### src/design/rtpst_pkg.sv
// Package for the RTP sequence tracker: field widths, verdict codes and
// the payload structs of the header and result channels. No dependencies.
`timescale 1ns / 1ps

package rtpst_pkg;

  localparam int unsigned SrcW   = 32;
  localparam int unsigned SeqW   = 16;
  localparam int unsigned TimeW  = 32;
  localparam int unsigned CntW   = 16;
  localparam int unsigned TotalW = 32;

  typedef enum logic [1:0] {
    VERDICT_ACCEPT    = 2'd0,
    VERDICT_DUPLICATE = 2'd1,
    VERDICT_OLD_TIME  = 2'd2
  } verdict_t;

  typedef struct packed {
    logic [SrcW-1:0]  source_id;
    logic [SeqW-1:0]  seq_number;
    logic [TimeW-1:0] media_time;
    logic [CntW-1:0]  sample_count;
  } hdr_t;

  typedef struct packed {
    verdict_t                verdict;
    logic signed [TimeW-1:0] time_jump;
    logic [TotalW-1:0]       packet_total;
    logic [TotalW-1:0]       duplicate_total;
    logic [TotalW-1:0]       lost_total;
  } result_t;

endpackage

### src/design/rtpst_chan_if.sv
// Valid/ready channel interface used for both the header and result streams.
// The payload type is a parameter; the structs come from rtpst_pkg.
`timescale 1ns / 1ps

interface rtpst_chan_if #(
  parameter type payload_t = logic
);
  logic     valid;
  logic     ready;
  payload_t payload;

  modport source (output valid, output payload, input ready);
  modport sink   (input valid, input payload, output ready);
endinterface

### src/design/rtp_sequence_tracker_top.sv
// Top level of the RTP sequence tracker: input register, single-pass check
// logic and result register. Uses rtpst_pkg and rtpst_chan_if.
`timescale 1ns / 1ps

// Usage
// The in_ch channel carries one parsed RTP header per transaction: source
// id, sequence number, timestamp and sample count. The out_ch channel gives
// exactly one result transaction per header: a verdict (accept, duplicate or
// old timestamp), the signed timestamp step against the expected one (all
// ones on a duplicate), and the packet, duplicate and lost counters after it.
// A header is first captured in an input register. In the next stage the
// sequence and timestamp checks and all counter updates are done in one pass
// and written into the result register, together with the tracking state.
// Throughput is one header per cycle while the receiver does not stall;
// the only loop is the tracking state, which is read and updated in that
// same single stage.
// When the receiver stalls, the result register holds; a header waiting in
// the input register stays there, and in_ch.ready drops only once both
// registers are full. A new header is accepted whenever the input register
// is empty or moves on in the same cycle.
// Reset (rst_n low, synchronous) empties both registers and clears tracking,
// so the first header afterwards restarts tracking whatever its source id.

module rtp_sequence_tracker_top (
  input  logic         clk,
  input  logic         rst_n,
  rtpst_chan_if.sink   in_ch,
  rtpst_chan_if.source out_ch
);

  // Input register stage.
  logic             in_vld_r;
  rtpst_pkg::hdr_t  in_pay_r;

  // Result register stage.
  logic               out_vld_r;
  rtpst_pkg::result_t out_pay_r;
  rtpst_pkg::result_t out_pay_nxt;

  // Tracking state.
  logic                          tracking_valid_r;
  logic [rtpst_pkg::SrcW-1:0]    current_source_r;
  logic [rtpst_pkg::SeqW-1:0]    expected_seq_r;
  logic [rtpst_pkg::SeqW-1:0]    expected_seq_nxt;
  logic [rtpst_pkg::TimeW-1:0]   expected_time_r;
  logic [rtpst_pkg::TimeW-1:0]   expected_time_nxt;
  logic [rtpst_pkg::TotalW-1:0]  packet_count_r;
  logic [rtpst_pkg::TotalW-1:0]  packet_count_nxt;
  logic [rtpst_pkg::TotalW-1:0]  duplicate_count_r;
  logic [rtpst_pkg::TotalW-1:0]  duplicate_count_nxt;
  logic [rtpst_pkg::TotalW-1:0]  lost_count_r;
  logic [rtpst_pkg::TotalW-1:0]  lost_count_nxt;

  // Check stage working values.
  logic                          advance;
  logic                          in_fire;
  logic                          restart;
  logic [rtpst_pkg::SeqW-1:0]    base_seq;
  logic [rtpst_pkg::TimeW-1:0]   base_time;
  logic [rtpst_pkg::TotalW-1:0]  base_pkt;
  logic [rtpst_pkg::TotalW-1:0]  base_dup;
  logic [rtpst_pkg::TotalW-1:0]  base_lost;
  logic [rtpst_pkg::SeqW-1:0]    seq_delta;
  logic [rtpst_pkg::TimeW-1:0]   time_delta;
  logic                          is_dup;

  // The check stage moves a header into the result register whenever that
  // register is empty or being drained in this cycle.
  assign advance      = in_vld_r && (!out_vld_r || out_ch.ready);
  assign in_ch.ready  = !in_vld_r || advance;
  assign in_fire      = in_ch.valid && in_ch.ready;
  assign out_ch.valid = out_vld_r;
  assign out_ch.payload = out_pay_r;

  always_comb begin
    // A new source, or no tracking yet, starts from this header: counters
    // start from zero and the expectations equal the header's own values.
    restart   = !tracking_valid_r || (in_pay_r.source_id != current_source_r);
    base_seq  = restart ? in_pay_r.seq_number : expected_seq_r;
    base_time = restart ? in_pay_r.media_time : expected_time_r;
    base_pkt  = restart ? '0 : packet_count_r;
    base_dup  = restart ? '0 : duplicate_count_r;
    base_lost = restart ? '0 : lost_count_r;

    seq_delta  = in_pay_r.seq_number - base_seq;
    time_delta = in_pay_r.media_time - base_time;
    // The half-way step counts as backward.
    is_dup    = seq_delta[rtpst_pkg::SeqW-1];

    packet_count_nxt    = base_pkt + 1'b1;
    duplicate_count_nxt = base_dup;
    lost_count_nxt      = base_lost;
    expected_seq_nxt    = base_seq;
    expected_time_nxt   = base_time;
    out_pay_nxt.verdict   = rtpst_pkg::VERDICT_ACCEPT;
    out_pay_nxt.time_jump = '1;

    if (is_dup) begin
      duplicate_count_nxt = base_dup + 1'b1;
      out_pay_nxt.verdict = rtpst_pkg::VERDICT_DUPLICATE;
    end else begin
      lost_count_nxt = base_lost
                     + {{(rtpst_pkg::TotalW - rtpst_pkg::SeqW){1'b0}}, seq_delta};
      expected_seq_nxt = in_pay_r.seq_number + 1'b1;
      out_pay_nxt.time_jump = $signed(time_delta);
      if (time_delta[rtpst_pkg::TimeW-1]) begin
        // Old timestamp: the sequence has moved on, the time has not.
        out_pay_nxt.verdict = rtpst_pkg::VERDICT_OLD_TIME;
      end else begin
        expected_time_nxt = in_pay_r.media_time
          + {{(rtpst_pkg::TimeW - rtpst_pkg::CntW){1'b0}}, in_pay_r.sample_count};
      end
    end

    out_pay_nxt.packet_total    = packet_count_nxt;
    out_pay_nxt.duplicate_total = duplicate_count_nxt;
    out_pay_nxt.lost_total      = lost_count_nxt;
  end

  // Control and tracking state.
  always_ff @(posedge clk) begin
    if (!rst_n) begin
      in_vld_r          <= 1'b0;
      out_vld_r         <= 1'b0;
      tracking_valid_r  <= 1'b0;
      current_source_r  <= '0;
      expected_seq_r    <= '0;
      expected_time_r   <= '0;
      packet_count_r    <= '0;
      duplicate_count_r <= '0;
      lost_count_r      <= '0;
    end else begin
      if (in_ch.ready) begin
        in_vld_r <= in_ch.valid;
      end
      if (advance) begin
        out_vld_r         <= 1'b1;
        tracking_valid_r  <= 1'b1;
        current_source_r  <= in_pay_r.source_id;
        expected_seq_r    <= expected_seq_nxt;
        expected_time_r   <= expected_time_nxt;
        packet_count_r    <= packet_count_nxt;
        duplicate_count_r <= duplicate_count_nxt;
        lost_count_r      <= lost_count_nxt;
      end else if (out_ch.ready) begin
        out_vld_r <= 1'b0;
      end
    end
  end

  // Payload registers carry no reset.
  always_ff @(posedge clk) begin
    if (in_fire) begin
      in_pay_r <= in_ch.payload;
    end
    if (advance) begin
      out_pay_r <= out_pay_nxt;
    end
  end

  // A held header is never lost while the result side is stalled.
  a_hold_header: assert property (@(posedge clk) disable iff (!rst_n)
    in_vld_r && !advance |=> in_vld_r && $stable(in_pay_r))
    else $error("held header was lost or changed");

  // Any processed header leaves tracking active for its source.
  a_tracking_set: assert property (@(posedge clk) disable iff (!rst_n)
    advance |=> tracking_valid_r && current_source_r == $past(in_pay_r.source_id))
    else $error("tracking not established after a header");

  // Without a restart the packet counter steps by exactly one.
  a_pkt_step: assert property (@(posedge clk) disable iff (!rst_n)
    advance && !restart |=> packet_count_r == $past(packet_count_r) + 1'b1)
    else $error("packet counter did not step by one");

  // A duplicate leaves both expectations untouched.
  a_dup_keeps: assert property (@(posedge clk) disable iff (!rst_n)
    advance && is_dup |=> $stable(expected_seq_r) && $stable(expected_time_r))
    else $error("duplicate changed the expected sequence or time");

  // A restart can never be judged a duplicate.
  a_restart_no_dup: assert property (@(posedge clk) disable iff (!rst_n)
    advance && restart |-> !is_dup)
    else $error("restart header flagged as duplicate");

endmodule
### src/flat_wrapper.sv
// flat-port wrapper written by rule: the top's interface ports become plain ports
module rtp_sequence_tracker_top_flat 
  (clk, rst_n, in_ch_valid, in_ch_payload, in_ch_ready, out_ch_valid, out_ch_payload, out_ch_ready);
  rtpst_chan_if in_ch_i ();
  rtpst_chan_if out_ch_i ();
  input  logic clk;
  input  logic rst_n;
  input wire logic [$bits(in_ch_i.valid)-1:0] in_ch_valid;
  input wire logic [$bits(in_ch_i.payload)-1:0] in_ch_payload;
  output wire logic [$bits(in_ch_i.ready)-1:0] in_ch_ready;
  output wire logic [$bits(out_ch_i.valid)-1:0] out_ch_valid;
  output wire logic [$bits(out_ch_i.payload)-1:0] out_ch_payload;
  input wire logic [$bits(out_ch_i.ready)-1:0] out_ch_ready;
  assign in_ch_i.valid = in_ch_valid;
  assign in_ch_i.payload = in_ch_payload;
  assign in_ch_ready = in_ch_i.ready;
  assign out_ch_valid = out_ch_i.valid;
  assign out_ch_payload = out_ch_i.payload;
  assign out_ch_i.ready = out_ch_ready;
  rtp_sequence_tracker_top u_core (.clk(clk), .rst_n(rst_n), .in_ch(in_ch_i), .out_ch(out_ch_i));
endmodule
### config.mk
export PLATFORM = sky130hd
export DESIGN_NAME = rtp_sequence_tracker_top_flat
export DESIGN_NICKNAME = d
export VERILOG_FILES = /design/src/design/rtpst_pkg.sv /design/src/design/rtpst_chan_if.sv /design/src/design/rtp_sequence_tracker_top.sv /design/src/flat_wrapper.sv
export SDC_FILE = /design/constraint.sdc
export NUM_CORES = 1
export LEC_CHECK = 0
export BUFFER_PORTS_ARGS = -buffer_cell sky130_fd_sc_hd__buf_2
export CORE_MARGIN = 2
export CORE_UTILIZATION = 40
export DETAILED_ROUTE_END_ITERATION = 16
export HOLD_SLACK_MARGIN = 0.02
export PLACE_DENSITY = 0.64
export SKIP_LAST_GASP = 1
export SLEW_MARGIN = 5
export SYNTH_ARGS = -nofsm -noshare
export SYNTH_HDL_FRONTEND = slang
export SYNTH_SLANG_ARGS = --single-unit
export TNS_END_PERCENT = 5
### constraint.sdc
create_clock -name clk -period 1.7 [get_ports clk]
set_input_delay 0.17 -clock clk [delete_from_list [all_inputs] [get_ports clk]]
set_output_delay 0.17 -clock clk [all_outputs]
set_load 0.02 [all_outputs]
* Yosys cells after proc, flatten, opt, wreduce, memory -nomap -nowiden *
Index checks and enable logic that the tools add are counted.

storage, ports and cells
  bits in latches = 0
  bits of input ports = 5
  bits in read-only memories = 0
  output and inout port bits = 3
  memories kept = 0
  register bits = 52
  bits in writable memories = 0

cells by class
  multiply operators = 0
  add/sub/neg operators = 2
  reduce and logical (&&, ||, !) cells = 6
  order comparisons = 0
  bitwise logic cells = 0
  equal/unequal tests = 0
  multiplexer cells = 6
  shift-type cells = 0
  divide/modulo/power cells = 0

operators by type and width
  kind                                               number
  two-way mux 32 bit                                 2
  adder 32 x 16 -> 32 bit                            1
  two-way mux 16 bit                                 2
  subtractor 1 x 16 -> 16 bit, first input constant  1
  logical NOT 1 bit                                  2
  logical OR 1 bit                                   2
  two-way mux 1 bit                                  2
  nonzero test 2 bit                                 1
  logical AND 1 bit                                  1

* Depth between registers and ports, before layout *
  word-level depth = 4
  gate-level depth with buffers = 8

* Worst setup path before layout *
OpenSTA, ideal clock, no wires.

  kind = reg-to-reg
  start point = reg u_core.expected_seq_r[0] (netlist name)
  end point = reg u_core.expected_seq_r[14] (netlist name)
  stages on the path, launching flop included = 9
  clock period less this slack = 1649 ps
  arrival time = 1590 ps
  setup time = 59 ps
  path slack = 51 ps
  cell sequence = dfxtp_1 -> nor4_1 -> nand4_1 -> nand2_1 -> ha_1 -> nand2b_2 -> a31oi_4 -> buf_6 -> and2_1

on the way
  cells in the longest elaborated chain, start to end = 3

ends and longest elaborated chain
  item                         line                             RTL
  start, declared              rtp_sequence_tracker_top.sv:43   logic [rtpst_pkg::SeqW-1:0] expected_seq_r;
  start signal, assigned       rtp_sequence_tracker_top.sv:140  expected_seq_r <= expected_seq_nxt;
  two-way mux 16 bit           rtp_sequence_tracker_top.sv:79   base_seq = restart ? in_pay_r.seq_number : expected_seq_r;
  subtractor 1 x 16 -> 16 bit  rtp_sequence_tracker_top.sv:85   seq_delta = in_pay_r.seq_number - base_seq;
  two-way mux 16 bit           rtp_sequence_tracker_top.sv:98   if (is_dup) begin

No other way between the ends.
A chain may end at the register's enable or synchronous reset.

* Worst setup path in the final report *
  start point = reg u_core.expected_seq_r[10] (netlist name)
  end point = reg u_core.expected_seq_r[11] (netlist name)

Same word-level chain as after synthesis.

==> impl_metrics.yaml <==
cts:
  cts.sinks: 21
  path_clk_slew_ns: 0.12
  clk_path_buf_depth: 2
  htreeDepth: 1
  clk_latency_ns: 0.31
  cts_hold_buf: 0
  cts_made_buffers: 3
  cts_tree: "yes"
  cts_root_buffer: "clkbuf_4"
synth:
  synth_warnings: 0
  ys_seq_area_frac: 0.586
  synth_edf_count: 1
  syn_area_per_cell_um2: 10.8
  synth.distinct_cells: 24
  ys_seq_elements: 21
  synth_area_um2: 734
  syn_nets: 74
  synthCells: 68
  synth_ff_type: "dfxtp_1"
  async_flop_share: 0
layout:
  drive_gt1_frac: 0.346
  area_growth_pct: 26.7
  final_common_cell: "dfxtp_1"
  diodes: 0
  layout_common_cells: "dfxtp_1 (16), and2_1 (15), buf_2 (6)"
  final_cells: 106
  nNetsFinal: 88
setup_path:
  cp.arrival_ns: 2.00
  worst-path-max-fanout: 7
  r2r_start: "u_core.expected_seq_r[10]"
  rr_endpoint: "u_core.expected_seq_r[11]"
  startpoint_type: "flop"
  reg2reg_depth: 7
  reg2reg_slack_ns: -0.04
  critical_path_class: "reg2reg"
  endpoint_kind: "flop"
  critPathRequiredTime_ns: 1.96
route:
  drt_iter0_markers: 4
  wl_per_cell_um: 13.1
  viasPerCell: 4.91
  first_pass_iters: 4
  num_vias: 520
  drc: 0
  wirelength_mm: 1.39
  ant_nets: 0
sta:
  worstMarginPinSlew_ns: 0.416
  skew_ns: 0.00424
  slew_violations: 0
  setup_violations: 8
  finalHoldViolCount: 0
  whs_ns: 0.0567
  fin_ws_ns: -0.0418
  setup_tns_ns: -0.197
  fmax_mhz: 574
  grt_setup_unrepaired: "true"
  fin_crit_ns: 1.74
  max_slew_margin: 0.722
  period_share: 1.02
global_route:
  grt_use_met3: 0.0346
  grt_overflow: 0
  grt_pass1_wl_mm: 2.16
  grtUsageMet2: 0.200
  track_usage: 0.148
  antenna_found_initial: 0
  first_global_vias: 476
  grt_max_degree: 12
  gr-max-usage-layer: "met2"
  use_met1: 0.200
min_path:
  hp-start: "in_ch_valid"
  hold_path.class: "in2reg"
  hold_path_end: "u_core.in_vld_r"
  hold_depth: 3
die:
  core_area_mm2: 0.00173
  die_area_mm2: 0.00219
  io-pin-count: 8
  die_height_um: 46.9
  start_util: 0.425
  dieWidth_um: 46.9
  placementRows: 15
power_and_ir_drop:
  power_density_mw_per_mm2: 876
  peakVddDrop_mv: 0.513
  p_leak_uw: 0.000386
placed_design:
  globalplace.congestion: 0.716
  dp_slack_ns: -0.126
  hpwl_um: 781
  placed_cells: 100
  port_buffers: 6
outcome:
  status: "finished, violations left"
  violations: "setup timing"
run:
  cap_violations: 0
kinds of logic (layout without fill, tap and decap cells):
logic type / count (synthesis) / count (layout) / share of synthesized area
adders and majority gates: 1 / 1 / 0.0170
xor gates and xnor gates: 1 / 1 / 0.0119
and+or+nand+nor: 32 / 32 / 0.256
AOI/OAI and AO/OA: 10 / 11 / 0.104
buffers and inverters: 3 / 15 / 0.0255
DFF: 21 / 21 / 0.586
flip-flops by register name, indices dropped and copies added (netlist names):
signal and flops:
u_core.lost_count_r 1, u_core.out_ch.payload 1, u_core.out_ch.valid 1, u_core.in_vld_r 1, u_core.tracking_valid_r 1, u_core.expected_seq_r 16
through the flow:
stage | instance area (um^2) | power [uW] | utilization
finish | 931 | 816 | 0.539
global route | 931 | 849 | 0.539
CTS | 905 | 817 | 0.524
detailed placement | 800 | 567 | 0.463
global placement | 800 | 566 | 0.463
floorplan | 734 | 554 | -
worst max-delay path, stage by stage (launching register included):
cell      delay [ns]
dfxtp_2         0.35
nor4_4          0.28
nand4_1         0.15
nand2_2         0.11
ha_4            0.20
nand2b_4        0.16
a31oi_4         0.27
and2_4          0.18
routing by layer:
| layer | routed length, um | part of all wire |
|---|---|---|
| met4 | 46 | 0.033 |
| met2 | 582 | 0.42 |
| met3 | 31 | 0.022 |
| met5 | 0 | 0 |
| met1 | 728 | 0.52 |
worst max path at each step:
stage / startpoint / end / slack, ns / cells past startpoint
3_5_place_dp: u_core.expected_seq_r[10] / u_core.expected_seq_r[6] / -0.13 / 7
2_1_floorplan: u_core.expected_seq_r[0] / u_core.expected_seq_r[14] / 0.05 / 8
6_report: u_core.expected_seq_r[10] / u_core.expected_seq_r[11] / -0.04 / 7
4_1_cts: u_core.expected_seq_r[13] / u_core.expected_seq_r[6] / -0.03 / 7
5_1_grt: u_core.expected_seq_r[7] / u_core.expected_seq_r[11] / -0.13 / 7
3_3_place_gp: u_core.expected_seq_r[10] / u_core.expected_seq_r[5] / -0.13 / 7
cell usage after synthesis (2+ instances only):
library cell	number	area share
dfxtp_1	20	0.55
and2_1	16	0.14
a21oi_1	5	0.034
nand2_1	4	0.020
nor4_1	3	0.026
nand3_1	2	0.014
report_power, final:
| group | internal [uW] | total [uW] | switching, uW |
|---|---|---|---|
| Sequential | 503 | 514 | 11.2 |
| Clock | 91.7 | 244 | 152 |
| Combinational | 25.4 | 57.8 | 32.4 |
| Total | 620 | 816 | 196 |
layout make-up:
class                   instances  area, um^2
clock buffers                   4        26.3
fillers                       168         796
inverters                       2        7.51
multi-input cells              45         374
flip-flops and latches         21         435
well taps                      25        31.3
repair buffers                  9        56.3
repair_timing:
item,CTS,global route
resized for setup,10,7
setup endpoints to repair,16,17
cloned,1,0
pin swaps,7,7
setup buffers,1,0
(Power assumes the default switching activity.)
